--- src/rtl/sgs_pkg.sv ---
`default_nettype none

package sgs_pkg;

   localparam int NUM_SERVO   = 3;
   localparam int TABLE_DEPTH = 9;
   localparam int ANGLE_WIDTH = 8;
   localparam int PULSE_WIDTH = 8;
   localparam int LIGHT_WIDTH = 5;
   localparam int STEP_WIDTH  = 4;
   localparam int CODE_WIDTH  = 4;
   localparam int CHAR_WIDTH  = 8;

   localparam int CSR_INDEX_WIDTH = 1;
   localparam int CSR_DATA_WIDTH  = 8;

   // Register indexes of the configuration port.
   localparam logic [CSR_INDEX_WIDTH-1:0] CSR_PULSE_MIN = 1'd0;
   localparam logic [CSR_INDEX_WIDTH-1:0] CSR_PULSE_MAX = 1'd1;

   localparam logic [PULSE_WIDTH-1:0] PULSE_MIN_RESET = 8'd8;
   localparam logic [PULSE_WIDTH-1:0] PULSE_MAX_RESET = 8'd38;

   // Item kinds.
   localparam logic FUNC_TICK    = 1'b0;
   localparam logic FUNC_COMMAND = 1'b1;

   // Command characters that select a gait.
   localparam logic [CHAR_WIDTH-1:0] CHAR_FORWARD  = 8'h66;
   localparam logic [CHAR_WIDTH-1:0] CHAR_BACKWARD = 8'h62;
   localparam logic [CHAR_WIDTH-1:0] CHAR_LEFT     = 8'h6C;
   localparam logic [CHAR_WIDTH-1:0] CHAR_RIGHT    = 8'h72;

   // Servo positions in the angle and pulse vectors.
   localparam logic [1:0] SERVO_FRONT  = 2'd0;
   localparam logic [1:0] SERVO_MIDDLE = 2'd1;
   localparam logic [1:0] SERVO_REAR   = 2'd2;

   // Phase codes held in the phase table.
   localparam logic [CODE_WIDTH-1:0] PH_CENTER       = 4'd0;
   localparam logic [CODE_WIDTH-1:0] PH_MIDDLE_UP    = 4'd1;
   localparam logic [CODE_WIDTH-1:0] PH_SWING_FWD    = 4'd2;
   localparam logic [CODE_WIDTH-1:0] PH_MIDDLE_DOWN  = 4'd3;
   localparam logic [CODE_WIDTH-1:0] PH_SWING_BACK   = 4'd4;
   localparam logic [CODE_WIDTH-1:0] PH_MIDDLE_HOME  = 4'd5;
   localparam logic [CODE_WIDTH-1:0] PH_BACK_HOME    = 4'd6;
   localparam logic [CODE_WIDTH-1:0] PH_MIDDLE_RAISE = 4'd7;
   localparam logic [CODE_WIDTH-1:0] PH_FWD_HOME     = 4'd8;

   // Gait phase lists, padded to the table depth; only the first LEN entries load.
   localparam logic [STEP_WIDTH-1:0] LEN_SHORT = 4'd5;
   localparam logic [STEP_WIDTH-1:0] LEN_LONG  = 4'd9;
   localparam logic [STEP_WIDTH-1:0] LEN_OTHER = 4'd1;
   localparam int LEN_SHORT_INT = 5;
   localparam int LEN_LONG_INT  = 9;

   localparam logic [CODE_WIDTH-1:0] GAIT_FWD [TABLE_DEPTH] =
      '{4'd0, 4'd1, 4'd2, 4'd3, 4'd4, 4'd0, 4'd0, 4'd0, 4'd0};
   localparam logic [CODE_WIDTH-1:0] GAIT_BACK [TABLE_DEPTH] =
      '{4'd0, 4'd3, 4'd2, 4'd1, 4'd4, 4'd0, 4'd0, 4'd0, 4'd0};
   localparam logic [CODE_WIDTH-1:0] GAIT_LEFT [TABLE_DEPTH] =
      '{4'd0, 4'd1, 4'd2, 4'd3, 4'd4, 4'd1, 4'd2, 4'd7, 4'd8};
   localparam logic [CODE_WIDTH-1:0] GAIT_RIGHT [TABLE_DEPTH] =
      '{4'd0, 4'd3, 4'd4, 4'd1, 4'd2, 4'd3, 4'd4, 4'd5, 4'd6};

   localparam logic [ANGLE_WIDTH-1:0] ANGLE_HOME   = 8'd90;
   localparam logic [ANGLE_WIDTH-1:0] ANGLE_HIGH   = 8'd105;
   localparam logic [ANGLE_WIDTH-1:0] ANGLE_LOW    = 8'd75;
   localparam logic [ANGLE_WIDTH-1:0] ANGLE_REACH  = 8'd120;
   localparam logic [ANGLE_WIDTH-1:0] ANGLE_TUCK   = 8'd60;
   localparam logic [ANGLE_WIDTH-1:0] ANGLE_FULL   = 8'd180;
   localparam logic [NUM_SERVO-1:0][ANGLE_WIDTH-1:0] ANGLE_RESET = {8'd180, 8'd90, 8'd0};

   // Light bits.
   localparam logic [LIGHT_WIDTH-1:0] LIGHT_KEEP     = 5'b10000;
   localparam int LIGHT_OTHER    = 0;
   localparam int LIGHT_FORWARD  = 1;
   localparam int LIGHT_BACKWARD = 2;
   localparam int LIGHT_LEFT     = 3;
   localparam int LIGHT_RIGHT    = 4;

   // Division by 180 through a reciprocal: exact for products below 2^23 / 112.
   localparam int DEG_FULL    = 180;
   localparam int PROD_WIDTH  = 2 * ANGLE_WIDTH;
   localparam int RECIP_SHIFT = 23;
   localparam logic [PROD_WIDTH-1:0] RECIP_MULT =
      PROD_WIDTH'(((1 << RECIP_SHIFT) + DEG_FULL - 1) / DEG_FULL);

   typedef struct packed {
      logic                  func;
      logic [CHAR_WIDTH-1:0] command_char;
   } sgs_req_type;

   typedef struct packed {
      logic [PULSE_WIDTH-1:0] pulse_front;
      logic [PULSE_WIDTH-1:0] pulse_middle;
      logic [PULSE_WIDTH-1:0] pulse_rear;
      logic [LIGHT_WIDTH-1:0] led_bits;
      logic [STEP_WIDTH-1:0]  phase_step;
   } sgs_rsp_type;

   // State snapshot handed from the gait core to the pulse mapper.
   typedef struct packed {
      logic                                   tick;
      logic [NUM_SERVO-1:0][ANGLE_WIDTH-1:0] angle;
      logic [LIGHT_WIDTH-1:0]                 led;
      logic [STEP_WIDTH-1:0]                  step;
   } sgs_stage_type;

endpackage

`default_nettype wire

--- src/rtl/sgs_gait_core.sv ---
`default_nettype none

module sgs_gait_core (
   input  wire logic                clock,
   input  wire logic                reset,
   input  wire logic                req_valid,
   output logic                     req_stall,
   input  wire sgs_pkg::sgs_req_type req_payload,
   input  wire logic                stage2_ready,
   output logic                     s1_valid,
   output sgs_pkg::sgs_stage_type   s1_stage
);
   import sgs_pkg::*;

   logic [STEP_WIDTH-1:0]                  step_ff, step_in;
   logic [STEP_WIDTH-1:0]                  count_ff, count_in;
   logic [CODE_WIDTH-1:0]                  phase_tbl_ff [TABLE_DEPTH];
   logic [CODE_WIDTH-1:0]                  phase_tbl_in [TABLE_DEPTH];
   logic [NUM_SERVO-1:0][ANGLE_WIDTH-1:0] angle_ff, angle_in;
   logic [LIGHT_WIDTH-1:0]                 light_ff, light_in;
   logic [CHAR_WIDTH-1:0]                  last_ff, last_in;
   logic                                   s1_valid_ff;
   sgs_stage_type                          s1_stage_ff, s1_stage_in;

   logic                  advance_s1;
   logic                  accept;
   logic [STEP_WIDTH-1:0] cur_step;
   logic [CODE_WIDTH-1:0] code;
   logic                  adv;

   assign advance_s1 = !s1_valid_ff || stage2_ready;
   assign req_stall  = !advance_s1;
   assign accept     = req_valid && advance_s1;

   always_comb begin
      step_in      = step_ff;
      count_in     = count_ff;
      phase_tbl_in = phase_tbl_ff;
      angle_in     = angle_ff;
      light_in     = light_ff;
      last_in      = last_ff;
      cur_step     = (step_ff >= count_ff) ? 4'd1 : step_ff;
      code         = (cur_step < STEP_WIDTH'(TABLE_DEPTH)) ? phase_tbl_ff[cur_step] : PH_CENTER;
      adv          = 1'b0;
      if (accept) begin
         if (req_payload.func == FUNC_COMMAND) begin
            if (req_payload.command_char != last_ff) begin
               last_in  = req_payload.command_char;
               light_in = light_ff & LIGHT_KEEP;
               step_in  = '0;
               case (req_payload.command_char)
                  CHAR_FORWARD: begin
                     for (int i = 0; i < LEN_SHORT_INT; i++) phase_tbl_in[i] = GAIT_FWD[i];
                     count_in = LEN_SHORT;
                     light_in[LIGHT_FORWARD] = 1'b1;
                  end
                  CHAR_BACKWARD: begin
                     for (int i = 0; i < LEN_SHORT_INT; i++) phase_tbl_in[i] = GAIT_BACK[i];
                     count_in = LEN_SHORT;
                     light_in[LIGHT_BACKWARD] = 1'b1;
                  end
                  CHAR_LEFT: begin
                     for (int i = 0; i < LEN_LONG_INT; i++) phase_tbl_in[i] = GAIT_LEFT[i];
                     count_in = LEN_LONG;
                     light_in[LIGHT_LEFT] = 1'b1;
                  end
                  CHAR_RIGHT: begin
                     for (int i = 0; i < LEN_LONG_INT; i++) phase_tbl_in[i] = GAIT_RIGHT[i];
                     count_in = LEN_LONG;
                     light_in[LIGHT_RIGHT] = 1'b1;
                  end
                  default: begin
                     count_in = LEN_OTHER;
                     light_in[LIGHT_OTHER] = 1'b1;
                  end
               endcase
            end
         end else begin
            case (code)
               PH_CENTER: begin
                  angle_in = {ANGLE_HOME, ANGLE_HOME, ANGLE_HOME};
                  light_in = light_ff & LIGHT_KEEP;
                  adv      = 1'b1;
               end
               PH_MIDDLE_UP: begin
                  angle_in[SERVO_MIDDLE] = angle_ff[SERVO_MIDDLE] + 8'd1;
                  adv = angle_in[SERVO_MIDDLE] >= ANGLE_HIGH;
                  light_in[LIGHT_FORWARD] = 1'b1;
               end
               PH_SWING_FWD: begin
                  angle_in[SERVO_FRONT] = angle_ff[SERVO_FRONT] + 8'd1;
                  angle_in[SERVO_REAR]  = angle_ff[SERVO_REAR] - 8'd1;
                  adv = angle_in[SERVO_REAR] <= ANGLE_TUCK
                        && angle_in[SERVO_FRONT] >= ANGLE_REACH;
               end
               PH_MIDDLE_DOWN: begin
                  light_in = light_ff & LIGHT_KEEP;
                  angle_in[SERVO_MIDDLE] = angle_ff[SERVO_MIDDLE] - 8'd1;
                  adv = angle_in[SERVO_MIDDLE] <= ANGLE_LOW;
               end
               PH_SWING_BACK: begin
                  angle_in[SERVO_FRONT] = angle_ff[SERVO_FRONT] - 8'd1;
                  angle_in[SERVO_REAR]  = angle_ff[SERVO_REAR] + 8'd1;
                  adv = angle_in[SERVO_FRONT] <= ANGLE_TUCK
                        && angle_in[SERVO_REAR] >= ANGLE_REACH;
               end
               PH_MIDDLE_HOME: begin
                  angle_in[SERVO_MIDDLE] = angle_ff[SERVO_MIDDLE] - 8'd1;
                  adv = angle_in[SERVO_MIDDLE] <= ANGLE_HOME;
               end
               PH_BACK_HOME: begin
                  angle_in[SERVO_FRONT] = angle_ff[SERVO_FRONT] - 8'd1;
                  angle_in[SERVO_REAR]  = angle_ff[SERVO_REAR] + 8'd1;
                  adv = angle_in[SERVO_FRONT] <= ANGLE_HOME
                        && angle_in[SERVO_REAR] >= ANGLE_HOME;
               end
               PH_MIDDLE_RAISE: begin
                  angle_in[SERVO_MIDDLE] = angle_ff[SERVO_MIDDLE] + 8'd1;
                  adv = angle_in[SERVO_MIDDLE] >= ANGLE_HOME;
               end
               PH_FWD_HOME: begin
                  angle_in[SERVO_FRONT] = angle_ff[SERVO_FRONT] + 8'd1;
                  angle_in[SERVO_REAR]  = angle_ff[SERVO_REAR] - 8'd1;
                  adv = angle_in[SERVO_FRONT] >= ANGLE_HOME
                        && angle_in[SERVO_REAR] <= ANGLE_HOME;
               end
               default: adv = 1'b1;
            endcase
            step_in = adv ? cur_step + 4'd1 : cur_step;
         end
      end
   end

   always_comb begin
      s1_stage_in.tick  = (req_payload.func == FUNC_TICK);
      s1_stage_in.angle = angle_in;
      s1_stage_in.led   = light_in;
      s1_stage_in.step  = step_in;
   end

   always_ff @(posedge clock) begin
      if (reset) begin
         step_ff     <= '0;
         count_ff    <= '0;
         angle_ff    <= ANGLE_RESET;
         light_ff    <= '0;
         last_ff     <= '0;
         s1_valid_ff <= 1'b0;
         for (int i = 0; i < TABLE_DEPTH; i++) phase_tbl_ff[i] <= '0;
      end else begin
         step_ff      <= step_in;
         count_ff     <= count_in;
         angle_ff     <= angle_in;
         light_ff     <= light_in;
         last_ff      <= last_in;
         phase_tbl_ff <= phase_tbl_in;
         if (advance_s1) begin
            s1_valid_ff <= accept;
         end
      end
   end

   always_ff @(posedge clock) begin
      if (accept) begin
         s1_stage_ff <= s1_stage_in;
      end
   end

   assign s1_valid = s1_valid_ff;
   assign s1_stage = s1_stage_ff;

   // Table entry zero is always a centering phase, so a tick never leaves step zero.
   a_tick_leaves_zero: assert property (@(posedge clock) disable iff (reset)
      accept && req_payload.func == FUNC_TICK |=> step_ff != '0)
      else $error("step index is zero after a tick");

   a_repeat_ignored: assert property (@(posedge clock) disable iff (reset)
      accept && req_payload.func == FUNC_COMMAND && req_payload.command_char == last_ff
      |=> $stable(step_ff) && $stable(count_ff) && $stable(light_ff))
      else $error("repeated command character changed the sequencer");

   a_count_legal: assert property (@(posedge clock) disable iff (reset)
      count_ff == 4'd0 || count_ff == LEN_OTHER || count_ff == LEN_SHORT
      || count_ff == LEN_LONG)
      else $error("phase count holds an impossible length");

endmodule

`default_nettype wire

--- src/rtl/sgs_pulse_map.sv ---
`default_nettype none

module sgs_pulse_map (
   input  wire logic                  clock,
   input  wire logic                  reset,
   input  wire logic                  s1_valid,
   input  wire sgs_pkg::sgs_stage_type s1_stage,
   input  wire logic [sgs_pkg::PULSE_WIDTH-1:0] pulse_min,
   input  wire logic [sgs_pkg::PULSE_WIDTH-1:0] pulse_max,
   output logic                       stage2_ready,
   output logic                       rsp_valid,
   input  wire logic                  rsp_stall,
   output sgs_pkg::sgs_rsp_type       rsp_payload
);
   import sgs_pkg::*;

   localparam int WIDE_WIDTH = 2 * PROD_WIDTH;

   logic                                   s2_valid_ff;
   logic                                   s2_tick_ff;
   logic [NUM_SERVO-1:0]                   s2_in_range_ff, s2_in_range_in;
   logic [NUM_SERVO-1:0][PROD_WIDTH-1:0]  s2_prod_ff, s2_prod_in;
   logic [LIGHT_WIDTH-1:0]                 s2_led_ff;
   logic [STEP_WIDTH-1:0]                  s2_step_ff;

   logic                                   rsp_valid_ff;
   logic [NUM_SERVO-1:0][PULSE_WIDTH-1:0] pulse_ff, pulse_in;
   logic [LIGHT_WIDTH-1:0]                 led_ff;
   logic [STEP_WIDTH-1:0]                  step_ff;

   logic                   advance_out;
   logic                   advance_s2;
   logic [PULSE_WIDTH-1:0] span;
   logic [NUM_SERVO-1:0][WIDE_WIDTH-1:0]  scaled;

   assign advance_out  = !rsp_valid_ff || !rsp_stall;
   assign advance_s2   = !s2_valid_ff || advance_out;
   assign stage2_ready = advance_s2;

   assign span = (pulse_max >= pulse_min) ? pulse_max - pulse_min : '0;

   always_comb begin
      for (int k = 0; k < NUM_SERVO; k++) begin
         s2_in_range_in[k] = s1_stage.angle[k] <= ANGLE_FULL;
         s2_prod_in[k]     = PROD_WIDTH'(s1_stage.angle[k]) * PROD_WIDTH'(span);
      end
   end

   always_comb begin
      for (int k = 0; k < NUM_SERVO; k++) begin
         scaled[k] = WIDE_WIDTH'(s2_prod_ff[k]) * WIDE_WIDTH'(RECIP_MULT);
         if (s2_tick_ff && s2_in_range_ff[k]) begin
            pulse_in[k] = scaled[k][RECIP_SHIFT +: PULSE_WIDTH] + pulse_min;
         end else begin
            pulse_in[k] = pulse_ff[k];
         end
      end
   end

   always_ff @(posedge clock) begin
      if (reset) begin
         s2_valid_ff  <= 1'b0;
         rsp_valid_ff <= 1'b0;
         pulse_ff     <= '0;
      end else begin
         if (advance_s2) begin
            s2_valid_ff <= s1_valid;
         end
         if (advance_out) begin
            rsp_valid_ff <= s2_valid_ff;
            if (s2_valid_ff) begin
               pulse_ff <= pulse_in;
            end
         end
      end
   end

   always_ff @(posedge clock) begin
      if (advance_s2 && s1_valid) begin
         s2_tick_ff     <= s1_stage.tick;
         s2_in_range_ff <= s2_in_range_in;
         s2_prod_ff     <= s2_prod_in;
         s2_led_ff      <= s1_stage.led;
         s2_step_ff     <= s1_stage.step;
      end
      if (advance_out && s2_valid_ff) begin
         led_ff  <= s2_led_ff;
         step_ff <= s2_step_ff;
      end
   end

   assign rsp_valid = rsp_valid_ff;
   always_comb begin
      rsp_payload.pulse_front  = pulse_ff[SERVO_FRONT];
      rsp_payload.pulse_middle = pulse_ff[SERVO_MIDDLE];
      rsp_payload.pulse_rear   = pulse_ff[SERVO_REAR];
      rsp_payload.led_bits     = led_ff;
      rsp_payload.phase_step   = step_ff;
   end

   a_s2_holds: assert property (@(posedge clock) disable iff (reset)
      s2_valid_ff && !advance_out |=> s2_valid_ff)
      else $error("middle stage dropped an item while the output was blocked");

   a_out_drains: assert property (@(posedge clock) disable iff (reset)
      rsp_valid_ff && !rsp_stall && !s2_valid_ff |=> !rsp_valid_ff)
      else $error("result repeated after its transfer");

endmodule

`default_nettype wire

--- src/rtl/servo_gait_sequencer.sv ---
`default_nettype none

// Three-servo walking gait sequencer. Each input transfer is either a command
// character (func = 1) that selects a gait and sets the indicator lights, or a
// gait tick (func = 0) that steps the current phase of the loaded sequence, moves the
// servo angles and recomputes the three servo compare values. Every input
// transfer yields exactly one result transfer, carrying the compare values,
// lights and step index as they stand after that item. The block takes one
// item per clock cycle while the result side is not stalling. Each result
// passes through three registers: the first holds the updated gait state, the
// second the angle-times-span product, and the output register the compare value
// after scaling by 1/180 with a reciprocal multiply. Input is stalled only when all
// three registers are full and the result side is stalling. The pulse_min and
// pulse_max registers are written over the csr_ port, which is always ready;
// write them only while no item is in flight.
module servo_gait_sequencer (
   input  wire logic                                clock,
   input  wire logic                                reset,
   input  wire logic                                req_valid,
   output logic                                     req_stall,
   input  wire sgs_pkg::sgs_req_type                req_payload,
   output logic                                     rsp_valid,
   input  wire logic                                rsp_stall,
   output sgs_pkg::sgs_rsp_type                     rsp_payload,
   input  wire logic                                csr_valid,
   output logic                                     csr_ready,
   input  wire logic [sgs_pkg::CSR_INDEX_WIDTH-1:0] csr_index,
   input  wire logic [sgs_pkg::CSR_DATA_WIDTH-1:0]  csr_data
);
   import sgs_pkg::*;

   logic [PULSE_WIDTH-1:0] pulse_min_ff;
   logic [PULSE_WIDTH-1:0] pulse_max_ff;

   logic          s1_valid;
   sgs_stage_type s1_stage;
   logic          stage2_ready;

   // Configuration writes go straight into the registers, so the port never pushes back.
   assign csr_ready = 1'b1;

   always_ff @(posedge clock) begin
      if (reset) begin
         pulse_min_ff <= PULSE_MIN_RESET;
         pulse_max_ff <= PULSE_MAX_RESET;
      end else if (csr_valid && csr_ready) begin
         case (csr_index)
            CSR_PULSE_MIN: pulse_min_ff <= PULSE_WIDTH'(csr_data);
            CSR_PULSE_MAX: pulse_max_ff <= PULSE_WIDTH'(csr_data);
            default: ;
         endcase
      end
   end

   // Gait state: commands, phase table, step counter, angles and lights.
   sgs_gait_core u_core (
      .clock        (clock),
      .reset        (reset),
      .req_valid    (req_valid),
      .req_stall    (req_stall),
      .req_payload  (req_payload),
      .stage2_ready (stage2_ready),
      .s1_valid     (s1_valid),
      .s1_stage     (s1_stage)
   );

   // Angle to compare-value mapping and the result register.
   sgs_pulse_map u_map (
      .clock        (clock),
      .reset        (reset),
      .s1_valid     (s1_valid),
      .s1_stage     (s1_stage),
      .pulse_min    (pulse_min_ff),
      .pulse_max    (pulse_max_ff),
      .stage2_ready (stage2_ready),
      .rsp_valid    (rsp_valid),
      .rsp_stall    (rsp_stall),
      .rsp_payload  (rsp_payload)
   );

endmodule

`default_nettype wire
--- config.mk ---
export PLATFORM = sky130hd
export DESIGN_NAME = servo_gait_sequencer
export DESIGN_NICKNAME = d
export VERILOG_FILES = /design/src/rtl/sgs_pkg.sv /design/src/rtl/sgs_gait_core.sv /design/src/rtl/sgs_pulse_map.sv /design/src/rtl/servo_gait_sequencer.sv
export SDC_FILE = /design/constraint.sdc
export NUM_CORES = 1
export LEC_CHECK = 0
export ABC_AREA = 1
export BUFFER_PORTS_ARGS = -buffer_cell sky130_fd_sc_hd__buf_2
export CAP_MARGIN = 20
export CORE_AREA = 2 2 212 214
export CTS_BUF_LIST = sky130_fd_sc_hd__clkbuf_4 sky130_fd_sc_hd__clkbuf_8
export CTS_CLUSTER_DIAMETER = 120
export DETAILED_ROUTE_END_ITERATION = 6
export DIE_AREA = 0 0 214 216
export GPL_TIMING_DRIVEN = 1
export HOLD_SLACK_MARGIN = 0.12
export PLACE_DENSITY = 0.79
export SYNTH_ARGS = -nofsm -noshare
export SYNTH_HDL_FRONTEND = slang
export SYNTH_SLANG_ARGS = --single-unit
--- constraint.sdc ---
create_clock -name clock -period 6.45 [get_ports clock]
set_input_delay 0.645 -clock clock [delete_from_list [all_inputs] [get_ports clock]]
set_output_delay 0.645 -clock clock [all_outputs]
set_load 0.02 [all_outputs]
**Yosys cells after proc, flatten, opt, wreduce, memory -nomap -nowiden**

Index checks and enable logic that the tools add are counted.
W data, S select, Z words.

- Register bits after elaboration: 228
- Bits in latches: 0
- RAM bits: 0
- ROM bits: 0
- Input port bits: 23
- Output and inout port bits: 36
- Word-level logic and storage cells: 161
- Memories: 0

- Add/subtract/negate cells: 11
- Multiply operators: 6
- Divide/modulo/power cells: 0
- $lt $le $gt $ge: 19
- Eq/ne operators: 13
- Shift-type cells: 0
- Mux-type cells: 32
- Bitwise logic cells: 3
- Reduce and logical (&&, ||, !) cells: 38

Operators by type and width:

| cell | count |
|---|---|
| $mul A16 B14 Y29 const B | 3 |
| $pmux W8 S3 | 3 |
| $pmux W20 S3 | 1 |
| $ge A8 B7 Y1 const B | 6 |
| $mul A8 B8 Y16 | 3 |
| $mux W24 | 2 |
| $eq A8 B7 Y1 const B | 4 |
| $le A8 B7 Y1 const B | 4 |
| $mux W4 | 8 |
| $pmux W16 S2 | 1 |
| $add A8 B1 Y8 const B | 3 |
| $add A8 B8 Y8 | 3 |
| $le A8 B8 Y1 const B | 3 |
| $sub A8 B1 Y8 const B | 3 |
| $bmux W4 S4 | 1 |
| $eq A4 B3 Y1 const B | 4 |
| $le A8 B6 Y1 const B | 2 |
| $reduce_or A2 Y1 | 8 |
| $mux W5 | 3 |
| $reduce_and A3 Y1 | 4 |
| $logic_and A1 B1 Y1 | 10 |
| $eq A4 B2 Y1 const B | 2 |
| $ge A8 B8 Y1 | 1 |
| $mux W1 | 8 |
| other kinds (23) | 32 |

**Longest topological paths before layout**

Gate-level depths: netlist (run 1).

- Word-level depth: 14
- Gate-level depth with buffers: 38
- Depth with buffers taken out: 37

**Hierarchy**

A second synthesis (run 1) with hierarchy kept.

- Cell total of the unflattened synthesis: 3491
- Area total of the unflattened synthesis: 28009.4 µm²

By module, submodules not included:

| module | instances | cells each | area each (µm²) | seq. area each (µm²) |
|---|---|---|---|---|
| sgs_pulse_map | 1 | 2702 | 22021.1 | 2622.5 |
| sgs_gait_core | 1 | 701 | 5340.1 | 2082.0 |
| servo_gait_sequencer | 1 | 88 | 648.1 | 320.3 |

**Worst setup path after synthesis (run 1)**

Ideal clock, no wire load.

- Path kind: register to register
- Start point: reg pulse_min_ff[1]
- End point: reg u_map.s2_prod_ff[31] (netlist name), data pin
- Setup time: 261 ps
- Arrival: 6277 ps
- Required time: 6189 ps
- Path slack: -88 ps
- Stages on the path, launching flop included: 33
- Clock period less this slack: 6538 ps
- Cells stage by stage: dfxtp_1 -> inv_1 -> fa_1 -> nand2_1 -> inv_1 -> o21ai_0 -> nand2_1 -> a21oi_1 -> o21ai_0 -> a221oi_1 -> o21bai_1 -> clkbuf_1 -> nand2_1 -> clkbuf_1 -> nor2_1 -> fa_1 -> fa_1 -> inv_1 -> fa_1 -> fa_1 -> inv_1 -> ha_1 -> nand2_1 -> o21ai_0 -> a21oi_1 -> o21bai_1 -> a21o_1 -> a21oi_1 -> o21ai_0 -> a21oi_1 -> nor2_1 -> nor2_1 -> xor2_1

RTL lines:

| item | line | RTL |
|---|---|---|
| start, declared | servo_gait_sequencer.sv:32 | `logic [PULSE_WIDTH-1:0] pulse_min_ff;` |
| start signal, assigned | servo_gait_sequencer.sv:48 | `CSR_PULSE_MIN: pulse_min_ff <= PULSE_WIDTH'(csr_data);` |
| end signal, assigned | sgs_pulse_map.sv:82 | `s2_prod_ff <= s2_prod_in;` |
| end, declared | sgs_pulse_map.sv:22 | `logic [NUM_SERVO-1:0][PROD_WIDTH-1:0] s2_prod_ff, s2_prod_in;` |

**Worst setup path in the final report (run 1)**

- Start point: reg u_map.s2_prod_ff[22] (netlist name)
- End point: reg u_map.pulse_ff (netlist bit u_map.rsp_payload[24])

- Longest elaborated chain between the ends: 2

RTL lines:

| item | line | RTL |
|---|---|---|
| $mul A16 B14 Y29 | sgs_pulse_map.sv:51 | `scaled[k] = WIDE_WIDTH'(s2_prod_ff[k]) * WIDE_WIDTH'(RECIP_MULT);` |
| $add A8 B8 Y8 | sgs_pulse_map.sv:53 | `pulse_in[k] = scaled[k][RECIP_SHIFT +: PULSE_WIDTH] + pulse_min;` |
| end signal, assigned | sgs_pulse_map.sv:72 | `pulse_ff <= pulse_in;` |
| end, declared | sgs_pulse_map.sv:27 | `logic [NUM_SERVO-1:0][PULSE_WIDTH-1:0] pulse_ff, pulse_in;` |

Every way passes these cells.
A chain may end at the register's enable or synchronous reset.

==> results.yml, run 1 <==
floorplanning:
  core_area_sq_um: 43840
  row_count: 77
  start_util_pct: 59.27
  pin_count: 59
  dieArea_sq_um: 46220
  die_y_um: 216
  die_w_um: 214
setup_path:
  worstPathMaxFanout: 4
  rr_worst_depth: 25
  slowest_delay_ps: 550
  crit_buf_inv: 2
  start_kind: "flip-flop"
  critPathTopFamily: "adder cells"
  cpMaxStageDelayCell: "fa_1"
  cp.required_ps: 6870
  end_kind: "flip-flop"
  cp.arrival_ps: 6840
  r2r-end: "u_map.rsp_payload[24]$_SDFFE_PP0P_"
  path_common_cell: "fa_1"
  reg2reg_slack_ps: 30
  timing.rr.start: "u_map.s2_prod_ff[22]$_DFFE_PP_"
  path_class: "reg -> reg"
yosys:
  seq_area_frac_synth_pct: 19.34
  synth_largest_area_cell: "ha_1"
  ys_ff_latch: 199
  synth_ff_type: "edfxtp_1"
  synth_cell_types: 59
  synthesis.area_per_instance_sq_um: 8.669
  syn_inst: 2997
  yosys_warnings: 0
  synth_edf_count: 104
  synth_async_sr_flop_share_pct: 0
  synth_nets: 3766
  synth_area_leaders: "ha_1, fa_1, edfxtp_1, inv_1, dfxtp_1"
  netlist_area_sq_um: 25980
  synth_top_area_share_pct: 23.16
routing:
  drt_iter0_markers: 1437
  drt-total-wl_mm: 61.36
  vias: 20530
  drc: 0
  routedWlPerCell_um: 16.26
  viasPerCell: 5.440
  first_pass_iters: 6
  final_antenna_net_count: 0
hold_path:
  hold_path.class: "in -> reg"
  worstHoldStart: "req_valid"
  min_to: "u_core.s1_valid$_SDFFE_PP0N_"
  holdPathStages: 3
global_routing:
  antenna_found_initial: 0
  grt_max_degree: 62
  grt_pass1_vias: 21100
  grtUsageTotal_pct: 25.65
  grt.overflow.total: 0
  grt_pass1_wl_mm: 98.25
clock_network:
  cts_buffers: 17
  cts.clk_slew.worst_paths_ps: 130
  clkLatencyLatePin_ps: 540
  cts_root_buffer: "clkbuf_8"
  htree_levels: 4
  clock-sinks: 199
  clk_path_buf_depth: 2
  cts_tree: "built"
  postCtsHoldBufs: 0
cells_and_area:
  regArea_sq_um: 5027
  multi_input_area_sq_um: 18980
  n_fill_cell: 3278
  drive_gt1_share_pct: 13.20
  antenna_cells: 0
  final_nets: 3938
  layout-area-overhead-vs-synth_pct: 12.72
sta:
  fin_crit_sh_pct: 99.60
  fmax_ghz: 0.1557
  fin_tns_setup_ps: 0
  hold_viol: 0
  skew_ps: 25.04
  setup-violations-final: 0
  period_needed_ps: 6424
  slew_headroom_pct: 40.86
  tightest_slew_ps: 883.8
  rsz0062_at_grt: "true"
  slew_violations: 0
run_status:
  outcome: "finished, final reports clean"
placement:
  port_buffers: 57
  place_hpwl_mm: 48.00
  gp_congestion: 0.9374
run:
  max-cap-violations: 0
cells in the mapped netlist (all sizes together) (3+ instances only):
cell,n
a211oi,19
a21o,15
a21oi,180
a221oi,4
a31oi,12
and2,5
buf,8
clkbuf,28
dfxtp,95
edfxtp,104
fa,265
ha,481
inv,723
nand2,308
nand3,89
nand4,25
nor2,285
nor3,25
nor4,4
o211ai,8
o21a,5
o21ai,112
o21bai,16
o221ai,3
o22ai,5
o31ai,3
or2,15
xnor2,34
xor2,106
kinds of logic after synthesis:
logic type | synth area share [%]
compound gates | 8.740
xor+xnor | 4.719
fa+ha+maj | 43.58
buf+inv | 11.14
flops | 19.34
other cells | 0.01443
simple gates | 12.47
cells in the final DEF (no fill, tap or decap), types with 6 or more instances in the layout:
cell      instances
ha_1            438
a31oi_1           9
buf_6             9
buf_2            57
o21ai_1          16
ha_4             39
a21o_1           15
nor2_1          276
o21bai_1         14
a21oi_1         157
or2_2             6
clkbuf_8         17
nand2_1         282
fa_1            258
nand3_2          13
nor3_1           23
dfxtp_1          93
a211oi_1         15
a21oi_2          21
o211ai_1          8
inv_2            28
xor2_1          102
xnor2_1          34
fa_2              7
o21ai_2          10
nand2_2          21
or2_1             8
nand3_1          74
o21ai_0          84
buf_4           117
nor2_2            6
edfxtp_1        104
inv_1           693
nand4_1          24
sequential cells by signal, indices dropped and copies added (netlist names), 8 cells and up:
signal and cells:
pulse_max_ff 8, pulse_min_ff 8, u_core.angle_ff 24, u_core.last_ff 8, u_core.phase_tbl_ff 8, u_core.s1_stage 34
u_map.rsp_payload 24, u_map.s2_prod_ff 48
cell type report:
| class | count | area share (%) |
|---|---|---|
| Sequential cell | 199 | 17.17 |
| Multi-Input combinational cell | 2037 | 64.81 |
| Clock inverter | 14 | 0.6323 |
| Timing Repair Buffer | 189 | 4.729 |
| Clock buffer | 18 | 0.8245 |
| Tap cell | 592 | 2.529 |
| Inverter | 725 | 9.309 |
worst min-delay path: stages:
cell and delay [ps]:
buf_2 90, nor2_1 40, nor2_1 70
worst max-delay path by stage:
stage	endpoint	slack, ps	cells after the start	start
2_1_floorplan	u_map.s2_prod_ff[31]$_DFFE_PP_	-10	32	pulse_min_ff[1]$_SDFFE_PP0P_
3_3_place_gp	u_map.rsp_payload[16]$_SDFFE_PP0P_	3	29	u_map.s2_prod_ff[36]$_DFFE_PP_
3_5_place_dp	u_map.rsp_payload[24]$_SDFFE_PP0P_	-270	29	u_map.s2_prod_ff[23]$_DFFE_PP_
4_1_cts	u_map.rsp_payload[24]$_SDFFE_PP0P_	-30	29	u_map.s2_prod_ff[17]$_DFFE_PP_
5_1_grt	u_map.rsp_payload[23]$_SDFFE_PP0P_	-230	30	u_map.s2_prod_ff[18]$_DFFE_PP_
6_report	u_map.rsp_payload[24]$_SDFFE_PP0P_	30	25	u_map.s2_prod_ff[22]$_DFFE_PP_
through the flow:
step                      hold WS (ps)  setup WS (ps)  util, %  instance area, sq um  instances
after floorplan                  400.3         -10.12        -                 25980       2997
after global placement           404.1          3.319    62.65                 27460       3686
after detailed placement         405.2         -273.9    62.65                 27460       3686
after CTS                        289.3         -28.33    64.27                 28170       3732
after global routing             336.7         -225.4    66.81                 29290       3774
final                            327.1          25.52    66.81                 29290       3774
repair_timing:
item,4_1_cts,5_1_grt
pin swaps,34,104
setup buffers,14,41
gates resized for setup,35,163
endpoints found under the setup margin,8,25
gates cloned,0,1
endpoints found under the hold margin,0,0
metal layers:
metal  vias to the layer above  share of wire (%)  track usage, %
li1                       9858                  -               -
met3                       161                5.4           3.735
met1                      9844                 42           33.09
met5                         -                  0               0
met4                         0                3.0           6.830
met2                       668                 49           45.12
Power of run 1 is left out: the tool's default activity adds up to more than one toggle a clock period on the data nets, which glitch-free logic cannot reach.
==> inputs of run 2 (changes only) <==
--- a/config.mk
+++ b/config.mk
@@ -9,13 +9,14 @@
 export BUFFER_PORTS_ARGS = -buffer_cell sky130_fd_sc_hd__buf_2
 export CAP_MARGIN = 20
 export CORE_AREA = 2 2 212 214
-export CTS_BUF_LIST = sky130_fd_sc_hd__clkbuf_4 sky130_fd_sc_hd__clkbuf_8
+export CTS_BUF_LIST = sky130_fd_sc_hd__clkbuf_8
 export CTS_CLUSTER_DIAMETER = 120
 export DETAILED_ROUTE_END_ITERATION = 6
 export DIE_AREA = 0 0 214 216
 export GPL_TIMING_DRIVEN = 1
 export HOLD_SLACK_MARGIN = 0.12
 export PLACE_DENSITY = 0.79
+export SETUP_SLACK_MARGIN = 0.5
 export SYNTH_ARGS = -nofsm -noshare
 export SYNTH_HDL_FRONTEND = slang
 export SYNTH_SLANG_ARGS = --single-unit
==> run 2 against run 1 <==
Against the previous run:
- the run now ends with setup timing left
- core utilization rose by 2.6 points
- register-to-register slack worse by 90 ps
- critical path type unchanged
- clock-buffer cell count decreased by 1
==> results.yml, run 2 (synthesis results as in run 1) <==
floorplanning:
  die_w_um: 214
  row_count: 77
  die_y_um: 216
  dieArea_sq_um: 46220
  core_area_sq_um: 43840
  start_util_pct: 59.27
  pin_count: 59
run_status:
  failed_checks: "setup timing"
  outcome: "complete, but fails checks"
cells_and_area:
  layout_commonest_cell: "inv_1"
  final_cell_mix: "inv_1, ha_1, nand2_1"
  regMostFlops: "u_map.s2_prod_ff"
  drive_gt1_share_pct: 18.13
  antenna_cells: 0
  largest_reg_flops: 48
  final_nets: 4010
  layout-area-overhead-vs-synth_pct: 17.05
  final_util_pct: 69.38
clock_network:
  cts_buffers: 17
  htree_levels: 4
  cts_tree: "built"
  clock-sinks: 199
  clkLatencyLatePin_ps: 540
  cts_root_buffer: "clkbuf_8"
  cts.clk_slew.worst_paths_ps: 120
  clk_path_buf_depth: 2
  postCtsHoldBufs: 0
global_routing:
  met3_usage_pct: 3.946
  grt_pass1_wl_mm: 102.7
  grt.overflow.total: 0
  grtUsageTotal_pct: 27.25
  busiest_layer: "met2"
  grt_pass1_vias: 21520
  grtUsageMet1_pct: 34.50
  use_met2_pct: 47.73
  grt_max_degree: 62
  antenna_found_initial: 1
setup_path:
  cp.required_ps: 6740
  r2r-end: "u_map.s2_prod_ff[47]$_DFFE_PP_"
  end_kind: "flip-flop"
  start_kind: "flip-flop"
  crit_buf_inv: 9
  reg2reg_slack_ps: -60
  slowest_delay_ps: 560
  worstPathMaxFanout: 6
  path_class: "reg -> reg"
  cpMaxStageDelayCell: "fa_1"
  critPathTopFamily: "adder cells"
  rr_worst_depth: 36
  cp.arrival_ps: 6800
  timing.rr.start: "pulse_min_ff[0]$_SDFFE_PP0P_"
  path_common_cell: "inv_2"
placement:
  place_hpwl_mm: 48.37
  gp_congestion: 0.9336
  dp_slack_ps: -153.4
  port_buffers: 57
routing:
  drt_iter0_markers: 1649
  routedWlPerCell_um: 17.60
  first_pass_iters: 6
  drc: 0
  drt-total-wl_mm: 67.68
  final_antenna_net_count: 0
  viasPerCell: 5.561
  vias: 21390
sta:
  slew_headroom_pct: 38.33
  hold_viol: 0
  slew_violations: 0
  setup-violations-final: 4
  tightest_slew_ps: 921.5
  setup_slack_ps: -60.85
  fmax_ghz: 0.1536
  fin_crit_sh_pct: 100.9
  period_needed_ps: 6511
  rsz0062_at_grt: "true"
  skew_ps: 21.94
hold_path:
  min_to: "u_core.s1_valid$_SDFFE_PP0N_"
  holdPathStages: 3
  worstHoldStart: "req_valid"
  hold_path.class: "in -> reg"
run:
  max-cap-violations: 0
run 2: cell count changes in the layout (fill, tap and decap cells not counted), moves of 17 or more:
cell     delta
inv_1      -26
inv_2      +23
buf_4      +46
nand2_1    -17
a21oi_1    -17
buf_6      +23
run 2: layout make-up:
| class | instances | area [sq um] |
|---|---|---|
| clock buffers | 17 | 234.0 |
| clock inverters | 15 | 219.0 |
| fillers | 2977 | 13420 |
| inverters | 725 | 2739 |
| multi-input cells | 2039 | 19450 |
| flip-flops and latches | 199 | 5034 |
| well taps | 592 | 740.7 |
| repair buffers | 259 | 1994 |
run 2: how the worst max path moves through the flow:
stage,endpoint,from,cells after the start
floorplan,u_map.rsp_payload[24]$_SDFFE_PP0P_,u_map.s2_prod_ff[20]$_DFFE_PP_,29
global placement,u_map.rsp_payload[32]$_SDFFE_PP0P_,u_map.s2_prod_ff[4]$_DFFE_PP_,31
detailed placement,u_map.rsp_payload[32]$_SDFFE_PP0P_,u_map.s2_prod_ff[8]$_DFFE_PP_,29
CTS,u_map.rsp_payload[32]$_SDFFE_PP0P_,u_map.s2_prod_ff[2]$_DFFE_PP_,31
global route,u_map.rsp_payload[24]$_SDFFE_PP0P_,u_map.s2_prod_ff[19]$_DFFE_PP_,27
finish,u_map.s2_prod_ff[47]$_DFFE_PP_,pulse_min_ff[0]$_SDFFE_PP0P_,36
run 2: per-layer routing:
layer  share of wire, %  vias up
met5                  0        -
met4                4.5        0
met3                6.3      271
met2                 49      899
met1                 40    10200
li1                   -    10010
run 2: metrics by stage:
stage	cell area, sq um	hold WS, ps	std cells	TNS, ps
finish	30410	334.6	3846	-126.1
global route	30410	319.9	3846	-1860
detailed placement	27310	406.6	3650	-465.5
floorplan	26190	400.3	2997	0
CTS	29230	300.8	3794	0
global placement	27310	403.7	3650	0
run 2: tightest hold or removal path, cell delays in order:
cell and delay (ps):
buf_2 90, nor2_1 40, nor2_1 70
run 2: timing repair:
action | in CTS | in global routing
gates cloned | 3 | 0
pin swaps | 92 | 131
setup endpoints to repair | 25 | 31
setup buffers | 109 | 51
resized for setup | 125 | 192
Power of run 2 is left out for the same reason.
==> inputs of run 3 (changes only) <==
--- a/config.mk
+++ b/config.mk
@@ -7,7 +7,6 @@
 export LEC_CHECK = 0
 export ABC_AREA = 1
 export BUFFER_PORTS_ARGS = -buffer_cell sky130_fd_sc_hd__buf_2
-export CAP_MARGIN = 20
 export CORE_AREA = 2 2 212 214
 export CTS_BUF_LIST = sky130_fd_sc_hd__clkbuf_8
 export CTS_CLUSTER_DIAMETER = 120
@@ -16,7 +15,6 @@
 export GPL_TIMING_DRIVEN = 1
 export HOLD_SLACK_MARGIN = 0.12
 export PLACE_DENSITY = 0.79
-export SETUP_SLACK_MARGIN = 0.5
 export SYNTH_ARGS = -nofsm -noshare
 export SYNTH_HDL_FRONTEND = slang
 export SYNTH_SLANG_ARGS = --single-unit
==> run 3 against run 2 <==
Against the previous run:
- the run now ends clean
- first-iteration DRC count decreased by 18%
- non-clock buffer count decreased by 70
- hold slack got worse by 4.0 ps
- critical path depth decreased by 11
- register-to-register slack improved by 80 ps
- core utilization decreased by 2.6 points
- critical path type unchanged
==> results.yml, run 3 (synthesis results as in run 1) <==
global_routing:
  grt_max_degree: 62
  grt_pass1_vias: 21100
  grt.overflow.total: 0
  grtUsageTotal_pct: 25.65
  antenna_found_initial: 0
  grt_pass1_wl_mm: 98.24
routing:
  drc: 0
  drt-total-wl_mm: 61.32
  vias: 20450
  viasPerCell: 5.419
  first_pass_iters: 5
  routedWlPerCell_um: 16.25
  drt_iter0_markers: 1357
  final_antenna_net_count: 0
setup_path:
  cp.arrival_ps: 6840
  path_class: "reg -> reg"
  slowest_delay_ps: 550
  end_kind: "flip-flop"
  cp.required_ps: 6860
  start_kind: "flip-flop"
  path_common_cell: "fa_1"
  worstPathMaxFanout: 4
  cpMaxStageDelayCell: "fa_1"
clock_network:
  cts_buffers: 17
  cts.clk_slew.worst_paths_ps: 130
  postCtsHoldBufs: 0
  cts_tree: "built"
  clock-sinks: 199
  clkLatencyLatePin_ps: 530
  htree_levels: 4
  clk_path_buf_depth: 2
  cts_root_buffer: "clkbuf_8"
placement:
  place_hpwl_mm: 48.00
  gp_congestion: 0.9374
  port_buffers: 57
cells_and_area:
  n_fill_cell: 3279
  regMostFlops: "u_map.s2_prod_ff"
  drive_gt1_share_pct: 13.17
  final_util_pct: 66.80
  largest_reg_flops: 48
  antenna_cells: 0
  final_cell_mix: "inv_1, ha_1, nand2_1"
  final_nets: 3938
  layout_commonest_cell: "inv_1"
  layout-area-overhead-vs-synth_pct: 12.70
sta:
  period_needed_ps: 6427
  slew_violations: 0
  fmax_ghz: 0.1556
  skew_ps: 24.78
  tightest_slew_ps: 882.7
  hold_viol: 0
  rsz0062_at_grt: "true"
  fin_crit_sh_pct: 99.64
  slew_headroom_pct: 40.93
  setup-violations-final: 0
floorplanning:
  die_y_um: 216
  core_area_sq_um: 43840
  pin_count: 59
  start_util_pct: 59.27
  dieArea_sq_um: 46220
  row_count: 77
  die_w_um: 214
run_status:
  outcome: "finished, final reports clean"
hold_path:
  hold_path.class: "in -> reg"
run:
  max-cap-violations: 0
run 3: changes by cell type in the layout (fill, tap and decap cells not counted), moves of 17 or more:
cell / previous run / this run
a21oi_1: 140 / 157
buf_6: 32 / 9
inv_2: 51 / 28
nand2_1: 265 / 282
inv_1: 667 / 694
buf_4: 163 / 117
run 3: critical path, delay by kind of cell (launching register included):
| kind | cells | cell delay [ps] |
|---|---|---|
| AND/OR/NAND/NOR | 6 | 780 |
| AO/OA/AOI/OAI | 6 | 870 |
| buffers and inverters | 2 | 120 |
| XOR/XNOR | 3 | 530 |
| flip-flops | 1 | 500 |
| adder cells (fa/ha/maj) | 8 | 3490 |
run 3: metrics by stage:
| step | hold WS [ps] | instances | setup TNS [ps] | setup slack [ps] | cell area, sq um |
|---|---|---|---|---|---|
| 2_1_floorplan | 400.3 | 2997 | -10.12 | -10.12 | 25980 |
| 3_3_place_gp | 404.1 | 3686 | 0 | 3.319 | 27460 |
| 3_5_place_dp | 405.2 | 3686 | -939.5 | -273.9 | 27460 |
| 4_1_cts | 289.3 | 3732 | -28.33 | -28.33 | 28170 |
| 5_1_grt | 336.7 | 3774 | -1508 | -225.4 | 29280 |
| 6_report | 330.6 | 3774 | 0 | 23.16 | 29280 |
run 3: worst paths after layout:
kind	startpoint	endpoint	cells after the start	slack (ps)
min	req_valid	u_core.s1_valid$_SDFFE_PP0N_	3	330
max	u_map.s2_prod_ff[22]$_DFFE_PP_	u_map.rsp_payload[24]$_SDFFE_PP0P_	25	20
min reg2reg	u_core.s1_stage[4]$_DFFE_PP_	u_map.s2_led_ff[0]$_DFFE_PP_	0	420
max reg2reg	u_map.s2_prod_ff[22]$_DFFE_PP_	u_map.rsp_payload[24]$_SDFFE_PP0P_	25	20
run 3: layout make-up:
| type | instances | area, sq um | share of cell area [%] |
|---|---|---|---|
| Clock buffer | 17 | 234.0 | 0.7990 |
| Clock inverter | 15 | 188.9 | 0.6452 |
| Inverter | 725 | 2726 | 9.310 |
| Multi-Input combinational cell | 2037 | 18980 | 64.82 |
| Sequential cell | 199 | 5027 | 17.17 |
| Tap cell | 592 | 740.7 | 2.529 |
| Timing Repair Buffer | 189 | 1385 | 4.730 |
run 3: what timing repair did:
item / 4_1_cts / 5_1_grt
pin swaps: 34 / 104
endpoints found under the hold margin: 0 / 0
buffers inserted: 14 / 41
cloned: 0 / 1
endpoints found under the setup margin: 8 / 25
gates resized for setup: 35 / 163
run 3: metal layers:
metal	vias to the layer above	global-route usage [%]	wire length, um
met5	-	0	0
met4	0	6.830	1817
met3	155	3.735	3098
met2	627	45.10	30220
met1	9813	33.11	26190
li1	9856	-	-
Power of run 3 is left out for the same reason.
